## config.mk

```make
export PLATFORM = sky130hd
export DESIGN_NAME = block_transposition_buffer_core
export DESIGN_NICKNAME = d
export VERILOG_FILES = /design/src/design/btb_pkg.sv /design/src/design/btb_ctrl.sv /design/src/design/btb_dp.sv /design/src/design/block_transposition_buffer_core.sv
export SDC_FILE = /design/constraint.sdc
export NUM_CORES = 1
export LEC_CHECK = 0
export ABC_AREA = 0
export BUFFER_PORTS_ARGS = -buffer_cell sky130_fd_sc_hd__clkbuf_2
export CAP_MARGIN = 20
export CORE_MARGIN = 1
export CORE_UTILIZATION = 35
export CTS_CLUSTER_SIZE = 10
export DETAILED_ROUTE_END_ITERATION = 10
export PLACE_DENSITY = 0.49
export SLEW_MARGIN = 20
export SYNTH_ARGS = -nofsm -noshare
export SYNTH_HDL_FRONTEND = slang
export SYNTH_SLANG_ARGS = --single-unit
```

## constraint.sdc

```tcl
create_clock -name clk -period 6 [get_ports clk]
set_input_delay 0.9 -clock clk [delete_from_list [all_inputs] [get_ports clk]]
set_output_delay 0.9 -clock clk [all_outputs]
set_load 0.02 [all_outputs]
```

## src/design/btb_pkg.sv

```systemverilog
package btb_pkg;

  localparam int BYTE_W = 8;
  localparam int DIM_CFG_W = 4;
  localparam int CFG_IDX_W = 2;
  localparam int CFG_DATA_W = 8;

  localparam int DEFAULT_MAX_ROWS = 8;
  localparam int DEFAULT_MAX_COLS = 8;

  localparam logic [DIM_CFG_W-1:0] RST_GRID_ROWS = 4'd8;
  localparam logic [DIM_CFG_W-1:0] RST_GRID_COLS = 4'd8;
  localparam logic RST_READ_BY_COLUMNS = 1'b1;
  localparam logic [BYTE_W-1:0] RST_PAD_BYTE = 8'd120;

  typedef enum logic [CFG_IDX_W-1:0] {
    REG_GRID_ROWS = 2'd0,
    REG_GRID_COLS = 2'd1,
    REG_READ_BY_COLUMNS = 2'd2,
    REG_PAD_BYTE = 2'd3
  } cfg_reg_t;

  typedef enum logic [1:0] {
    ST_IDLE,
    ST_SCAN,
    ST_DRAIN
  } state_t;

  typedef struct packed {
    logic accept;
    logic scan;
    logic finish;
  } ctrl_cmd_t;

  typedef struct packed {
    logic close;
    logic scan_end;
  } dp_status_t;

endpackage

```

## src/design/btb_ctrl.sv

```systemverilog
module btb_ctrl (
  input  logic                clk,
  input  logic                rst,
  input  logic                start,
  input  btb_pkg::dp_status_t sts,
  output btb_pkg::ctrl_cmd_t  cmd,
  output logic                busy
);

  btb_pkg::state_t state;
  btb_pkg::state_t state_next;

  always_ff @(posedge clk) begin
    if (rst) begin
      state <= btb_pkg::ST_IDLE;
    end else begin
      state <= state_next;
    end
  end

  always_comb begin
    state_next = state;
    unique case (state)
      btb_pkg::ST_IDLE: begin
        if (start && sts.close) begin
          state_next = btb_pkg::ST_SCAN;
        end
      end
      btb_pkg::ST_SCAN: begin
        if (sts.scan_end) begin
          state_next = btb_pkg::ST_DRAIN;
        end
      end
      btb_pkg::ST_DRAIN: begin
        state_next = btb_pkg::ST_IDLE;
      end
      default: begin
        state_next = btb_pkg::ST_IDLE;
      end
    endcase
  end

  always_comb begin
    cmd = '0;
    busy = 1'b1;
    unique case (state)
      btb_pkg::ST_IDLE: begin
        busy = 1'b0;
        cmd.accept = start;
      end
      btb_pkg::ST_SCAN: begin
        cmd.scan = 1'b1;
      end
      btb_pkg::ST_DRAIN: begin
        cmd.finish = 1'b1;
      end
      default: begin
        busy = 1'b1;
      end
    endcase
  end

endmodule

```

## src/design/btb_dp.sv

```systemverilog
module btb_dp #(
  parameter int MAX_ROWS = btb_pkg::DEFAULT_MAX_ROWS,
  parameter int MAX_COLS = btb_pkg::DEFAULT_MAX_COLS,
  parameter int DIM_W = 4
) (
  input  logic                       clk,
  input  logic                       rst,
  input  btb_pkg::ctrl_cmd_t         cmd,
  output btb_pkg::dp_status_t        sts,
  input  logic [DIM_W-1:0]           rows,
  input  logic [DIM_W-1:0]           cols,
  input  logic                       read_by_columns,
  input  logic [btb_pkg::BYTE_W-1:0] pad_byte,
  input  logic [btb_pkg::BYTE_W-1:0] in_byte,
  input  logic                       in_last,
  output logic                       strobe,
  output logic [btb_pkg::BYTE_W-1:0] out_byte,
  output logic                       out_last
);

  localparam int DEPTH = MAX_ROWS * MAX_COLS;
  localparam int ADDR_W = (DEPTH > 1) ? $clog2(DEPTH) : 1;
  localparam int CNT_W = $clog2(DEPTH + 1);
  localparam int SUM_W = ADDR_W + 1;

  logic [btb_pkg::BYTE_W-1:0] mem [DEPTH];

  logic [CNT_W-1:0]  fill_count;
  logic [CNT_W-1:0]  cap;
  logic              fill_inc;
  logic [CNT_W-1:0]  fill_after;
  logic [DIM_W-1:0]  inner;
  logic [DIM_W-1:0]  outer;
  logic [ADDR_W-1:0] src;
  logic [DIM_W-1:0]  stride;
  logic [DIM_W-1:0]  inner_max;
  logic [DIM_W-1:0]  outer_max;
  logic              inner_end;
  logic [SUM_W-1:0]  src_step;
  logic [SUM_W-1:0]  src_wrap;

  logic [btb_pkg::BYTE_W-1:0] rd_data;
  logic                       use_pad;

  assign cap = CNT_W'(CNT_W'(rows) * CNT_W'(cols));
  assign fill_inc = (fill_count < cap);
  assign fill_after = fill_count + CNT_W'(fill_inc);
  assign sts.close = in_last || (fill_after >= cap);

  assign stride = read_by_columns ? cols : rows;
  assign inner_max = read_by_columns ? rows : cols;
  assign outer_max = read_by_columns ? cols : rows;
  assign inner_end = (inner == inner_max - DIM_W'(1));
  assign sts.scan_end = inner_end && (outer == outer_max - DIM_W'(1));
  assign src_step = SUM_W'(src) + SUM_W'(stride);
  assign src_wrap = SUM_W'(outer) + SUM_W'(1);

  always_ff @(posedge clk) begin
    if (rst) begin
      fill_count <= '0;
    end else if (cmd.finish) begin
      fill_count <= '0;
    end else if (cmd.accept) begin
      fill_count <= fill_after;
    end
  end

  always_ff @(posedge clk) begin
    if (cmd.accept && fill_inc) begin
      mem[fill_count[ADDR_W-1:0]] <= in_byte;
    end
  end

  always_ff @(posedge clk) begin
    if (cmd.accept) begin
      inner <= '0;
      outer <= '0;
      src <= '0;
    end else if (cmd.scan) begin
      if (inner_end) begin
        inner <= '0;
        outer <= outer + DIM_W'(1);
        src <= src_wrap[ADDR_W-1:0];
      end else begin
        inner <= inner + DIM_W'(1);
        src <= src_step[ADDR_W-1:0];
      end
    end
  end

  always_ff @(posedge clk) begin
    if (cmd.scan) begin
      rd_data <= mem[src];
      use_pad <= (CNT_W'(src) >= fill_count);
      out_last <= sts.scan_end;
    end
  end

  always_ff @(posedge clk) begin
    if (rst) begin
      strobe <= 1'b0;
    end else begin
      strobe <= cmd.scan;
    end
  end

  assign out_byte = use_pad ? pad_byte : rd_data;

endmodule

```

## src/design/block_transposition_buffer_core.sv

```systemverilog
// Channel   Handshake                 Payload
// input     start, busy               in_byte, in_last
// result    strobe                    out_byte, out_last
// config    cfg_valid, cfg_ready      cfg_index, cfg_data
//
// An input beat is taken when start is high and busy is low; a beat that fills or
// closes the grid is then followed by rows * cols result beats, one a cycle from
// the single read port of the grid memory, with busy high until the last is shown.
// Synchronous reset clears controller, fill count and strobe and presets config.
// Results are shown for one cycle each and cannot be held off by the receiver.
module block_transposition_buffer_core #(
  parameter int MAX_ROWS = btb_pkg::DEFAULT_MAX_ROWS,
  parameter int MAX_COLS = btb_pkg::DEFAULT_MAX_COLS
) (
  input  logic                           clk,
  input  logic                           rst,
  input  logic                           start,
  output logic                           busy,
  input  logic [btb_pkg::BYTE_W-1:0]     in_byte,
  input  logic                           in_last,
  output logic                           strobe,
  output logic [btb_pkg::BYTE_W-1:0]     out_byte,
  output logic                           out_last,
  input  logic                           cfg_valid,
  output logic                           cfg_ready,
  input  logic [btb_pkg::CFG_IDX_W-1:0]  cfg_index,
  input  logic [btb_pkg::CFG_DATA_W-1:0] cfg_data
);

  localparam int MAX_DIM = (MAX_ROWS > MAX_COLS) ? MAX_ROWS : MAX_COLS;
  localparam int DIM_W = $clog2(MAX_DIM + 1);
  localparam int CW = btb_pkg::DIM_CFG_W;
  localparam logic [CW-1:0] ROWS_LIM = CW'(MAX_ROWS);
  localparam logic [CW-1:0] COLS_LIM = CW'(MAX_COLS);

  logic [CW-1:0]             grid_rows;
  logic [CW-1:0]             grid_cols;
  logic                      read_by_columns;
  logic [btb_pkg::BYTE_W-1:0] pad_byte;
  logic [CW-1:0]             rows_clamped;
  logic [CW-1:0]             cols_clamped;

  btb_pkg::ctrl_cmd_t  cmd;
  btb_pkg::dp_status_t sts;

  assign cfg_ready = 1'b1;

  always_ff @(posedge clk) begin
    if (rst) begin
      grid_rows <= btb_pkg::RST_GRID_ROWS;
      grid_cols <= btb_pkg::RST_GRID_COLS;
      read_by_columns <= btb_pkg::RST_READ_BY_COLUMNS;
      pad_byte <= btb_pkg::RST_PAD_BYTE;
    end else if (cfg_valid && cfg_ready) begin
      unique case (btb_pkg::cfg_reg_t'(cfg_index))
        btb_pkg::REG_GRID_ROWS:       grid_rows <= cfg_data[CW-1:0];
        btb_pkg::REG_GRID_COLS:       grid_cols <= cfg_data[CW-1:0];
        btb_pkg::REG_READ_BY_COLUMNS: read_by_columns <= cfg_data[0];
        btb_pkg::REG_PAD_BYTE:        pad_byte <= cfg_data[btb_pkg::BYTE_W-1:0];
        default: begin
        end
      endcase
    end
  end

  always_comb begin
    priority if (grid_rows == '0) begin
      rows_clamped = CW'(1);
    end else if (grid_rows > ROWS_LIM) begin
      rows_clamped = ROWS_LIM;
    end else begin
      rows_clamped = grid_rows;
    end
  end

  always_comb begin
    priority if (grid_cols == '0) begin
      cols_clamped = CW'(1);
    end else if (grid_cols > COLS_LIM) begin
      cols_clamped = COLS_LIM;
    end else begin
      cols_clamped = grid_cols;
    end
  end

  btb_ctrl u_ctrl (
    .clk   (clk),
    .rst   (rst),
    .start (start),
    .sts   (sts),
    .cmd   (cmd),
    .busy  (busy)
  );

  btb_dp #(
    .MAX_ROWS (MAX_ROWS),
    .MAX_COLS (MAX_COLS),
    .DIM_W    (DIM_W)
  ) u_dp (
    .clk             (clk),
    .rst             (rst),
    .cmd             (cmd),
    .sts             (sts),
    .rows            (rows_clamped[DIM_W-1:0]),
    .cols            (cols_clamped[DIM_W-1:0]),
    .read_by_columns (read_by_columns),
    .pad_byte        (pad_byte),
    .in_byte         (in_byte),
    .in_last         (in_last),
    .strobe          (strobe),
    .out_byte        (out_byte),
    .out_last        (out_last)
  );

endmodule

```

After elaboration in Yosys (flattened, before gate mapping)
Memories as Yosys holds them, arrays and structs flattened. A register that Yosys moved wholly into a read port is not among the register bits.
Cells that the tools add are included.
Word-level totals
  memories: 1
  register bits after elaboration: 43
  bits of input ports: 23
  output and inout port bits: 12
  word-level logic and storage cells: 68
  bits in writable memories: 512
Cells by class
  reduce and logical (&&, ||, !) cells: 15
  magnitude comparators: 5
  mux-type cells: 18
  equality and inequality tests: 9
  multipliers: 1
  $add $sub $neg: 7
Memory list
  u_dp.mem: words 64, bits a word 8, read ports 1, clocked after memory_dff 1, wr ports 1, RTL line btb_dp.sv:26  | logic [btb_pkg::BYTE_W-1:0] mem [DEPTH];
Operators by type and width (count)
  4-bit two-way mux: 7
  2-bit AND reduction: 6
  4-bit by 1-bit adder with 4-bit output (second input constant): 2
  4-bit == test: 2
  4-bit > comparator (second input constant): 2
  4-bit logical NOT: 2
  8-bit two-way mux: 1
  4-bit by 1-bit subtractor with 4-bit output (second input constant): 2
  7-bit by 1-bit adder with 7-bit output: 1
  6-bit by 7-bit greater-or-equal comparator with 1-bit output: 1
  7-bit greater-or-equal comparator: 1
  7-bit < comparator: 1
  4-bit by 4-bit multiplier with 7-bit output: 1
  6-bit by 4-bit adder with 6-bit output: 1
  2-bit == test (second input constant): 3
  1-bit two-way mux: 6
  6-bit two-way mux: 1
  4-bit by 1-bit adder with 5-bit output (second input constant): 1
  2-bit by 1-bit == test with 1-bit output (second input constant): 2
  2-bit logical NOT: 2
  2-bit two-way mux: 2
  2-bit one-hot mux with 2 select lines: 1
  1-bit logical AND: 3
  2-bit by 1-bit inequality test with 1-bit output (second input constant): 1
  3 further kinds: 3

Longest topological paths before layout
Gate-level depths: netlist of run 1.
  depth in word-level cells: 11
  depth in mapped cells: 24
  gate-level depth less buffers: 22

Cells and area by module
A second synthesis of run 1 with hierarchy kept.
Second synthesis, totals
  cell total of the unflattened synthesis: 1279
  area total of the unflattened synthesis: 23415.0 µm²
By module, submodules not included
  btb_dp: sequential area each 16115.5 µm², times used 1, area each 22537.9 µm², cells each 1185
  block_transposition_buffer_core: sequential area each 340.3 µm², times used 1, area each 767.0 µm², cells each 81
  btb_ctrl: sequential area each 40.0 µm², times used 1, area each 110.1 µm², cells each 13

Worst setup path after synthesis of run 1
No wires, ideal clock.
  kind: register -> register
  from: reg grid_cols[3]
  to: reg u_ctrl.state[0]
  setup slack: 0.381 ns
  library setup time: 0.122 ns
  cell stages (with the launch flop): 25
  buffers on the path: 3
  required time: 5.878 ns
  period minus slack after synthesis: 5.619 ns
  arrival: 5.497 ns
  path through: dfxtp_1 clkbuf_1 nor2_1 nand3_1 fa_1 inv_1 fa_1 fa_1 a21o_1 a21oi_1 xnor2_1 a221oi_1 a22oi_1 buf_2 buf_1 inv_1 ha_1 ha_1 xor2_1 ha_1 a211o_1 o2111ai_1 nand2_1 maj3_1 a221o_1
On the way
  word-level cells in the longest chain between the ends: 11
  elaborated cells between the ends (all ways): 20
  those cells by class: 3 x add/sub; 1 x mul; 3 x order compare; 4 x eq/ne; 4 x mux; 5 x reduce/logical
Ends and longest elaborated chain
  start: declaration: RTL line block_transposition_buffer_core.sv:37  | logic [CW-1:0] grid_cols;
  start signal: assignment: RTL line block_transposition_buffer_core.sv:51  | grid_cols <= btb_pkg::RST_GRID_COLS;
  start signal: assignment: RTL line block_transposition_buffer_core.sv:57  | btb_pkg::REG_GRID_COLS: grid_cols <= cfg_data[CW-1:0];
  4-bit > comparator: RTL line block_transposition_buffer_core.sv:79  | end else if (grid_cols > COLS_LIM) begin
  4-bit two-way mux: RTL line block_transposition_buffer_core.sv:79
  4-bit two-way mux (*): RTL line block_transposition_buffer_core.sv:77  | priority if (grid_cols == '0) begin
  4-bit by 4-bit multiplier with 7-bit output (*): RTL line btb_dp.sv:45  | assign cap = CNT_W'(CNT_W'(rows) * CNT_W'(cols));
  7-bit < comparator (*): RTL line btb_dp.sv:46  | assign fill_inc = (fill_count < cap);
  7-bit by 1-bit adder with 7-bit output (*): RTL line btb_dp.sv:47  | assign fill_after = fill_count + CNT_W'(fill_inc);
  net u_dp.fill_after[2]: RTL line btb_dp.sv:31  | logic [CNT_W-1:0] fill_after;
  7-bit greater-or-equal comparator (*): RTL line btb_dp.sv:48  | assign sts.close = in_last || (fill_after >= cap);
  1-bit logical OR (*): RTL line btb_dp.sv:48
  1-bit logical AND (*): RTL line btb_ctrl.sv:25  | if (start && sts.close) begin
  2-bit by 1-bit inequality test with 1-bit output (no line) (*)
  2-bit AND reduction (no line) (*)
  end signal: assignment: RTL line btb_ctrl.sv:15  | state <= btb_pkg::ST_IDLE;
  end signal: assignment: RTL line btb_ctrl.sv:17  | state <= state_next;
  end: declaration: RTL line btb_ctrl.sv:10  | btb_pkg::state_t state;
Mark *: on every way through the listed nets, which the timed path passes. The rest lies on a longest branch.
A chain may end at the register's enable or synchronous reset.

Worst setup path in the final report of run 1
Ends and elaborated chain as after synthesis.

==> impl_metrics.toml, run 1 <==
[cts]
cts_hold_buf = 0
h-tree-depth = 3
cts_tree = "done"
cts_resized = 0
clock-root-buffer = "clkbuf_16"
cts_buffers = 68
cts.reportedPaths.clkPinSlew_ns = 0.06
clock_sinks = 563
clk_latency_ns = 0.59
cts_setup_buffers = 0
cts_max_path_buffers = 3

[placement]
pre_cts_ws_ns = 0.381
place_congestion = 0.799
dp_cells = 2151
placed_area_mm2 = 0.0250
dp_hpwl_mm = 34.4
io_buffers = 33

[floorplan]
num_rows = 94
fp.coreArea_mm2 = 0.0659
die_w_um = 260
ios = 35
dieArea_mm2 = 0.0676
initial_core_util = 0.354
die_h_um = 260

[timing]
max_freq_ghz = 0.178
skew_ns = 0.0193
finalSetupViolations = 0
worst_pin_slew_ns = 0.998
finalWorstPathRequiredPeriod_ns = 5.61
finalMaxSlewViolations = 0
hold_viol = 0
rsz0062_at_grt = "no"
finalCritPeriodShare = 0.935
tns_ns = 0
setup_ws_ns = 0.391
maxSlewHeadroom = 0.334

[drt]
drtIter0Drc = 865
dr.pass1.iters = 5
wl_per_cell_um = 24.6
drc = 0
ant_nets = 0
vias = 11700
vias_per_cell = 5.22
routed_wl_mm = 55.3

[worst_setup_path]
cp_num_buf_inv = 2
crit_path_max_fanout = 16
crit_path_cell_trace = "nor2_1 -> nand3_1 -> fa_1 -> inv_1 -> fa_1 -> fa_1 -> xnor2_1 -> ha_1 -> a21o_1 -> a221oi_1 -> a22oi_2 -> inv_1 -> ha_1 -> ha_1 -> nand3_1 -> xnor2_1 -> ha_1 -> a21oi_1 -> nand2_1 -> maj3_1 -> a221o_1"
start_kind = "register"
end_kind = "register"
critPathRequiredTime_ns = 6.48
path_common_cell = "ha_1"
slowest_stage = "fa_1"
cp_data_arrival_time_ns = 6.09
crit_family = "adder cells"
criticalPathCategory = "register to register"
slowest_delay_ns = 0.56

[logic_synthesis]
yosys_warnings = 0
yosysSeqAreaShare = 0.708
synth_largest_area_cell = "edfxtp_1"
synth.distinct_cells = 52
netlist.area_leader.share = 0.673
syn_inst = 1240
synth_edf_count = 522
ys_seq_elements = 563
synthesis.area_mm2 = 0.0233
ys.flop_type = "edfxtp_1"
synthTopCellsByArea = "edfxtp_1, mux4_2, dfxtp_1, ha_1, mux2i_1"
async_flop_share = 0
syn_area_per_cell_um2 = 18.8
synth_nets = 1303

[global_routing]
grt_pass1_wl_mm = 83.1
overflow = 0
grt_max_degree = 65
grt_pass1_vias = 12300
antenna_found_initial = 1
grt_usage = 0.169

[flow_run]
maxCapViolCount = 0

[final_layout]
diodes = 0
syn_to_final_growth_pct = 15.7
fin_cells = 2246
final_area_mm2 = 0.0270
drive_above_1_share = 0.284
fin_nets = 1420

[power_and_ir_drop]
power_density_mw_per_mm2 = 347
p_leak_uw = 0.00864
vdd_drop_max_v = 0.000165

[min_path]
hp-class = "register to register"

[outcome]
status = "completed"
-- Yosys cell counts (6+ instances only) --
library cell and number:
buf_1 10, dfxtp_1 41, o21ai_0 17, edfxtp_1 522, buf_4 6, a221o_1 7, xnor2_1 20, a21oi_1 31
nor3_1 41, mux2_2 9, nand3b_1 7, a22oi_1 7, buf_2 11, nor4_1 32, a21o_1 8, and3_1 6
nor2b_1 7, mux4_2 154, nand2_1 52, clkbuf_1 42, inv_1 27, nand3_1 26, nor2_1 33, mux2i_1 26
ha_1 35
-- placed cells by master, fill, tap and decap left out, types with 6 or more instances in the layout --
cell type / n
dfxtp_1: 38
nor2_1: 33
o21ai_0: 17
and3_1: 6
nor4_2: 21
clkbuf_2: 33
nand3_1: 26
nor4_1: 11
inv_1: 27
nand3b_1: 7
nor3_1: 41
ha_1: 35
a21oi_1: 31
buf_4: 86
clkbuf_16: 72
mux4_2: 154
nand2_1: 52
edfxtp_1: 522
mux2i_1: 26
a221o_1: 7
nor2b_1: 7
xnor2_1: 20
clkbuf_1: 16
mux2_2: 9
a21o_1: 8
a22oi_1: 6
-- routing by layer --
layer,part of all wire,vias up,track usage
li1,-,5261,-
met1,0.46,6106,0.240
met2,0.46,261,0.259
met3,0.045,97,0.0306
met4,0.028,2,0.0636
met5,0.00027,-,0
-- cells by family after synthesis --
group	count (synthesis)	synth area share
compound gates	90	0.0251
xor+xnor	25	0.00940
fa+ha+maj	41	0.0235
buf+inv	102	0.0196
flops	563	0.708
mux	189	0.164
other cells	1	0.000161
simple gates	229	0.0499
-- power by group --
part	leakage, uW	internal, uW	switching (uW)
logic	0.00266	544	649
clock network	0.000943	2200	1500
registers	0.00503	4350	112
-- path summary, 6_finish.rpt --
kind,start,to,slack (ns),cells after the start
setup / recovery,grid_cols[3],u_ctrl.state[0],0.39,21
hold / removal,pad_byte[2],pad_byte[2],0.45,2
setup reg to reg,grid_cols[3],u_ctrl.state[0],0.39,21
hold reg to reg,pad_byte[2],pad_byte[2],0.45,2
-- layout make-up --
class / count / area, um^2
fill: 5887 / 38900
sequential: 563 / 16500
multi-input combinational: 575 / 6490
clock buffer: 89 / 1880
tap: 864 / 1080
timing repair buffer: 121 / 851
inverter: 28 / 105
clock inverter: 6 / 56.3
-- flip-flops by register name, summed over array words and instances, names as in the netlist --
name	count
grid_cols	4
grid_rows	4
pad_byte	8
read_by_columns	1
u_ctrl.state	2
u_dp.fill_count	7
u_dp.inner	4
u_dp.mem	512
u_dp.out_last	1
u_dp.outer	4
u_dp.rd_data	8
u_dp.src	6
u_dp.strobe	1
u_dp.use_pad	1
-- per-stage QoR --
step	hold WS, ns	total power [uW]	util
floorplan	0.432	5310	-
global placement	0.446	5760	0.380
detailed placement	0.448	5770	0.380
CTS	0.455	9490	0.409
global route	0.476	9700	0.409
finish	0.453	9360	0.409
-- worst register-to-register path, stage by stage, from the launching register on --
cell      delay (ns)
dfxtp_1         0.44
nor2_1          0.26
nand3_1         0.14
fa_1            0.56
inv_1           0.05
fa_1            0.48
fa_1            0.42
xnor2_1         0.28
ha_1            0.30
a21o_1          0.18
a221oi_1        0.24
a22oi_2         0.15
inv_1           0.07
ha_1            0.16
ha_1            0.24
nand3_1         0.15
xnor2_1         0.17
ha_1            0.32
a21oi_1         0.14
nand2_1         0.08
maj3_1          0.36
a221o_1         0.31
Note: power is estimated with default switching activity, not from simulation.
==> run 2: changes to the inputs <==
CORE_ASPECT_RATIO = 0.9   (was not set)
==> impl_metrics.toml, run 2 (synthesis gave the netlist of run 1 again) <==
[outcome]
status = "complete, but fails checks"
violations = "DRC"

[power_and_ir_drop]
intPower_uw = 7030
pwr-share-comb = 0.128
power_density_mw_per_mm2 = 346
vdd_drop_max_v = 0.000222
switchingPower_uw = 2260
p_sw_frac = 0.243
p_leak_uw = 0.00859
power_frac_clock = 0.391
seqPwrFrac = 0.480

[cts]
cts_buffers = 67
clk_latency_ns = 0.61
h-tree-depth = 3
cts_hold_buf = 0
cts_resized = 0
cts_max_path_buffers = 3
cts_setup_buffers = 0
cts.reportedPaths.clkPinSlew_ns = 0.06
clock_sinks = 563
cts_tree = "done"
clock-root-buffer = "clkbuf_16"

[floorplan]
fp.coreArea_mm2 = 0.0657
die_h_um = 247
ios = 35
num_rows = 89
die_w_um = 274
initial_core_util = 0.355
dieArea_mm2 = 0.0676

[flow_run]
maxCapViolCount = 0

[global_routing]
antenna_found_initial = 1
grt_usage = 0.168
grt_pass1_wl_mm = 82.1
grt_pass1_vias = 12100
overflow = 0
grt_max_degree = 65

[final_layout]
largest_register_ffs = 512
num-fill-cells = 5837
mostFrequentLayoutCell = "edfxtp_1"
drive_above_1_share = 0.277
syn_to_final_growth_pct = 15.3
multi_input_area_mm2 = 0.00644
final_util = 0.409
layout_common_cells = "edfxtp_1, mux4_2, buf_4, clkbuf_16, nand2_1"
fin_nets = 1414
register_area_mm2 = 0.0165

[worst_setup_path]
start_kind = "register"
criticalPathCategory = "register to register"
crit_path_max_fanout = 16
end_kind = "register"
cp_data_arrival_time_ns = 6.05
critPathRequiredTime_ns = 6.49

[drt]
routed_wl_mm = 55.1
drtIter0Drc = 870
vias_per_cell = 5.33
ant_nets = 0
vias = 12000
wl_per_cell_um = 24.6
drc = 12
dr.pass1.iters = 7

[timing]
skew_ns = 0.0294
finalMaxSlewViolations = 0
finalCritPeriodShare = 0.927
finalWorstPathRequiredPeriod_ns = 5.56
finalSetupViolations = 0
tns_ns = 0
setup_ws_ns = 0.441
rsz0062_at_grt = "no"
worst_pin_slew_ns = 1.04
maxSlewHeadroom = 0.303
hold_viol = 0
max_freq_ghz = 0.180

[placement]
place_congestion = 0.800
pre_cts_ws_ns = 0.371
dp_hpwl_mm = 33.8
io_buffers = 33

[min_path]
hp-class = "register to register"
-- run 2: path summary, 6_finish.rpt --
| check | from | end | slack [ns] | depth (start not counted) |
|---|---|---|---|---|
| hold / removal | pad_byte[0] | pad_byte[0] | 0.47 | 2 |
| setup reg to reg | grid_cols[3] | u_ctrl.state[0] | 0.44 | 21 |
| setup / recovery | grid_cols[3] | u_ctrl.state[0] | 0.44 | 21 |
| hold reg to reg | pad_byte[0] | pad_byte[0] | 0.47 | 2 |
-- run 2: final cells by class --
class	instances	area share
well taps	864	0.0402
clock buffers	88	0.0684
inverters	28	0.00405
multi-input cells	575	0.240
diodes	2	0.000186
flip-flops and latches	563	0.614
repair buffers	116	0.0307
clock inverters	7	0.00242
-- run 2: power groups by stage --
| stage | logic [uW] | registers [uW] | clock network [uW] |
|---|---|---|---|
| 6_report | 1190 | 4460 | 3640 |
| 5_1_grt | 1290 | 4470 | 3870 |
| 4_1_cts | 1220 | 4460 | 3740 |
| 3_5_place_dp | 1220 | 4550 | 0 |
| 3_3_place_gp | 1210 | 4540 | 0 |
| 2_1_floorplan | 868 | 4450 | 0 |
-- run 2: layer usage --
metal	global-route usage	part of all wire	wire length [um]
met1	0.243	0.48	26500
met2	0.257	0.46	25300
met3	0.0291	0.036	1970
met4	0.0520	0.025	1360
met5	0	0	0
-- run 2: critical path: stages (launching register included) --
cell and delay, ns:
dfxtp_1 0.45, nor2_2 0.23, nand3_1 0.13, fa_1 0.55, inv_1 0.05, fa_1 0.48, fa_1 0.42, xnor2_1 0.27
ha_1 0.30, a21o_1 0.18, a221oi_1 0.25, a22oi_2 0.14, inv_1 0.07, ha_1 0.15, ha_1 0.22, nand3_1 0.14
xnor2_1 0.18, ha_1 0.32, a21oi_1 0.16, nand2_1 0.08, maj3_1 0.36, a221o_1 0.31
-- run 2: stage by stage --
step | cell area [um^2] | std cells | hold slack [ns] | total power [uW]
2_1_floorplan | 23300 | 1240 | 0.432 | 5310
3_3_place_gp | 25000 | 2146 | 0.449 | 5760
3_5_place_dp | 25000 | 2146 | 0.452 | 5760
4_1_cts | 26900 | 2241 | 0.466 | 9420
5_1_grt | 26900 | 2241 | 0.484 | 9640
6_report | 26900 | 2243 | 0.466 | 9290
==> run 3: changes to the inputs <==
CORE_MARGIN = 3   (was 1)
==> impl_metrics.toml, run 3 (synthesis gave the netlist of run 1 again) <==
[outcome]
status = "completed"

[worst_setup_path]
worstSetupStartpoint = "grid_cols[3]"
start_kind = "register"
crit_path_cell_trace = "nor2_2 -> nand3_1 -> fa_1 -> inv_1 -> fa_1 -> fa_1 -> xnor2_1 -> ha_1 -> a21o_1 -> a221oi_1 -> a22oi_2 -> inv_1 -> ha_1 -> ha_1 -> nand3_1 -> xnor2_1 -> ha_1 -> a21oi_1 -> nand2_1 -> maj3_1 -> a221o_1"
slowest_stage = "fa_1"
critPathRequiredTime_ns = 6.49
crit_path_max_fanout = 16
criticalPathCategory = "register to register"
slowest_delay_ns = 0.56
cp_data_arrival_time_ns = 6.10
path_common_cell = "ha_1"
crit-reg2reg-launch = "grid_cols[3]"
end_kind = "register"

[min_path]
hp-class = "register to register"
hp-start = "pad_byte[1]"

[power_and_ir_drop]
power_density_mw_per_mm2 = 344
vdd_drop_max_v = 0.000189
p_leak_uw = 0.00860
p_total_uw = 9270

[global_routing]
grt_usage = 0.161
grt_pass1_vias = 12100
overflow = 0
antenna_found_initial = 0
grt_max_degree = 65
grt.busiest_layer = "met2"
use_met2 = 0.243
use_met3 = 0.0300
grt_pass1_wl_mm = 83.2
grt_use_met1 = 0.242

[timing]
maxSlewHeadroom = 0.367
finalMaxSlewViolations = 0
setup_ws_ns = 0.394
rsz0062_at_grt = "no"
finalWorstPathRequiredPeriod_ns = 5.61
worst_pin_slew_ns = 0.949
finalSetupViolations = 0
finalCritPeriodShare = 0.934
whs_ns = 0.466
hold_viol = 0
tns_ns = 0
max_freq_ghz = 0.178
skew_ns = 0.0137

[cts]
cts_resized = 0
cts_buffers = 67
h-tree-depth = 3
cts_setup_buffers = 0
cts_max_path_buffers = 3
clk_latency_ns = 0.60
clock_sinks = 563
cts_hold_buf = 0
cts.reportedPaths.clkPinSlew_ns = 0.06
clock-root-buffer = "clkbuf_16"
cts_tree = "done"

[final_layout]
multi_input_area_mm2 = 0.00650
fin_nets = 1415
num-fill-cells = 5910
layout_common_cells = "edfxtp_1, mux4_2, buf_4, clkbuf_16, nand2_1"
drive_above_1_share = 0.284
final_util = 0.410
largest_register_ffs = 512
diodes = 0
mostFrequentLayoutCell = "edfxtp_1"
register_area_mm2 = 0.0165
syn_to_final_growth_pct = 15.5

[floorplan]
die_w_um = 278
ios = 35
die_h_um = 251
fp.coreArea_mm2 = 0.0657
dieArea_mm2 = 0.0697
initial_core_util = 0.355
num_rows = 89

[drt]
ant_nets = 0
vias = 11900
wl_per_cell_um = 24.8
drc = 0
dr.pass1.iters = 5
vias_per_cell = 5.31
routed_wl_mm = 55.6
drtIter0Drc = 1059

[placement]
io_buffers = 33
dp_hpwl_mm = 34.0
pre_cts_ws_ns = 0.401
place_congestion = 0.777

[flow_run]
maxCapViolCount = 0
## run 3: cell count changes in the layout (fill, tap and decap cells not counted), moves of 2 or more
cell       change
clkbuf_16      -3
clkinv_8       +2
diode_2        -2
nor4_1         -9
nor4_2         +9
## run 3: through the flow
stage                     std cells  cell area [um^2]
after floorplan                1240             23300
after global placement         2147             25000
after detailed placement       2147             25000
after CTS                      2243             26900
after global routing           2243             26900
final                          2243             26900
## run 3: worst paths after layout
check / slack (ns) / cells after the start / endpoint
max: 0.39 / 21 / u_ctrl.state[0]
min: 0.47 / 2 / pad_byte[1]
max reg2reg: 0.39 / 21 / u_ctrl.state[0]
min reg2reg: 0.47 / 2 / pad_byte[1]
## run 3: layout make-up
type / instances / share of cell area
Inverter: 28 / 0.00390
Timing Repair Buffer: 117 / 0.0310
Sequential cell: 563 / 0.613
Tap cell: 864 / 0.0402
Clock buffer: 86 / 0.0657
Multi-Input combinational cell: 575 / 0.241
Clock inverter: 10 / 0.00479
## run 3: report_power, final
| group | internal, uW | switching (uW) |
|---|---|---|
| registers | 4350 | 91.9 |
| logic | 547 | 672 |
| clock network | 2070 | 1530 |
| total | 6970 | 2300 |
## run 3: layer usage
layer / vias up / share of wire
met5: - / 0
li1: 5259 / -
met1: 6272 / 0.47
met4: 0 / 0.023
met2: 297 / 0.46
met3: 83 / 0.048
## run 3: critical path: cells and delay by family, from the launching register on
kind,cells,cell delay (ns)
DFF,1,0.46
and+or+nand+nor,4,0.58
xor gates and xnor gates,2,0.47
adders and majority gates,8,2.84
buffers and inverters,2,0.12
AOI/OAI and AO/OA,5,1.03
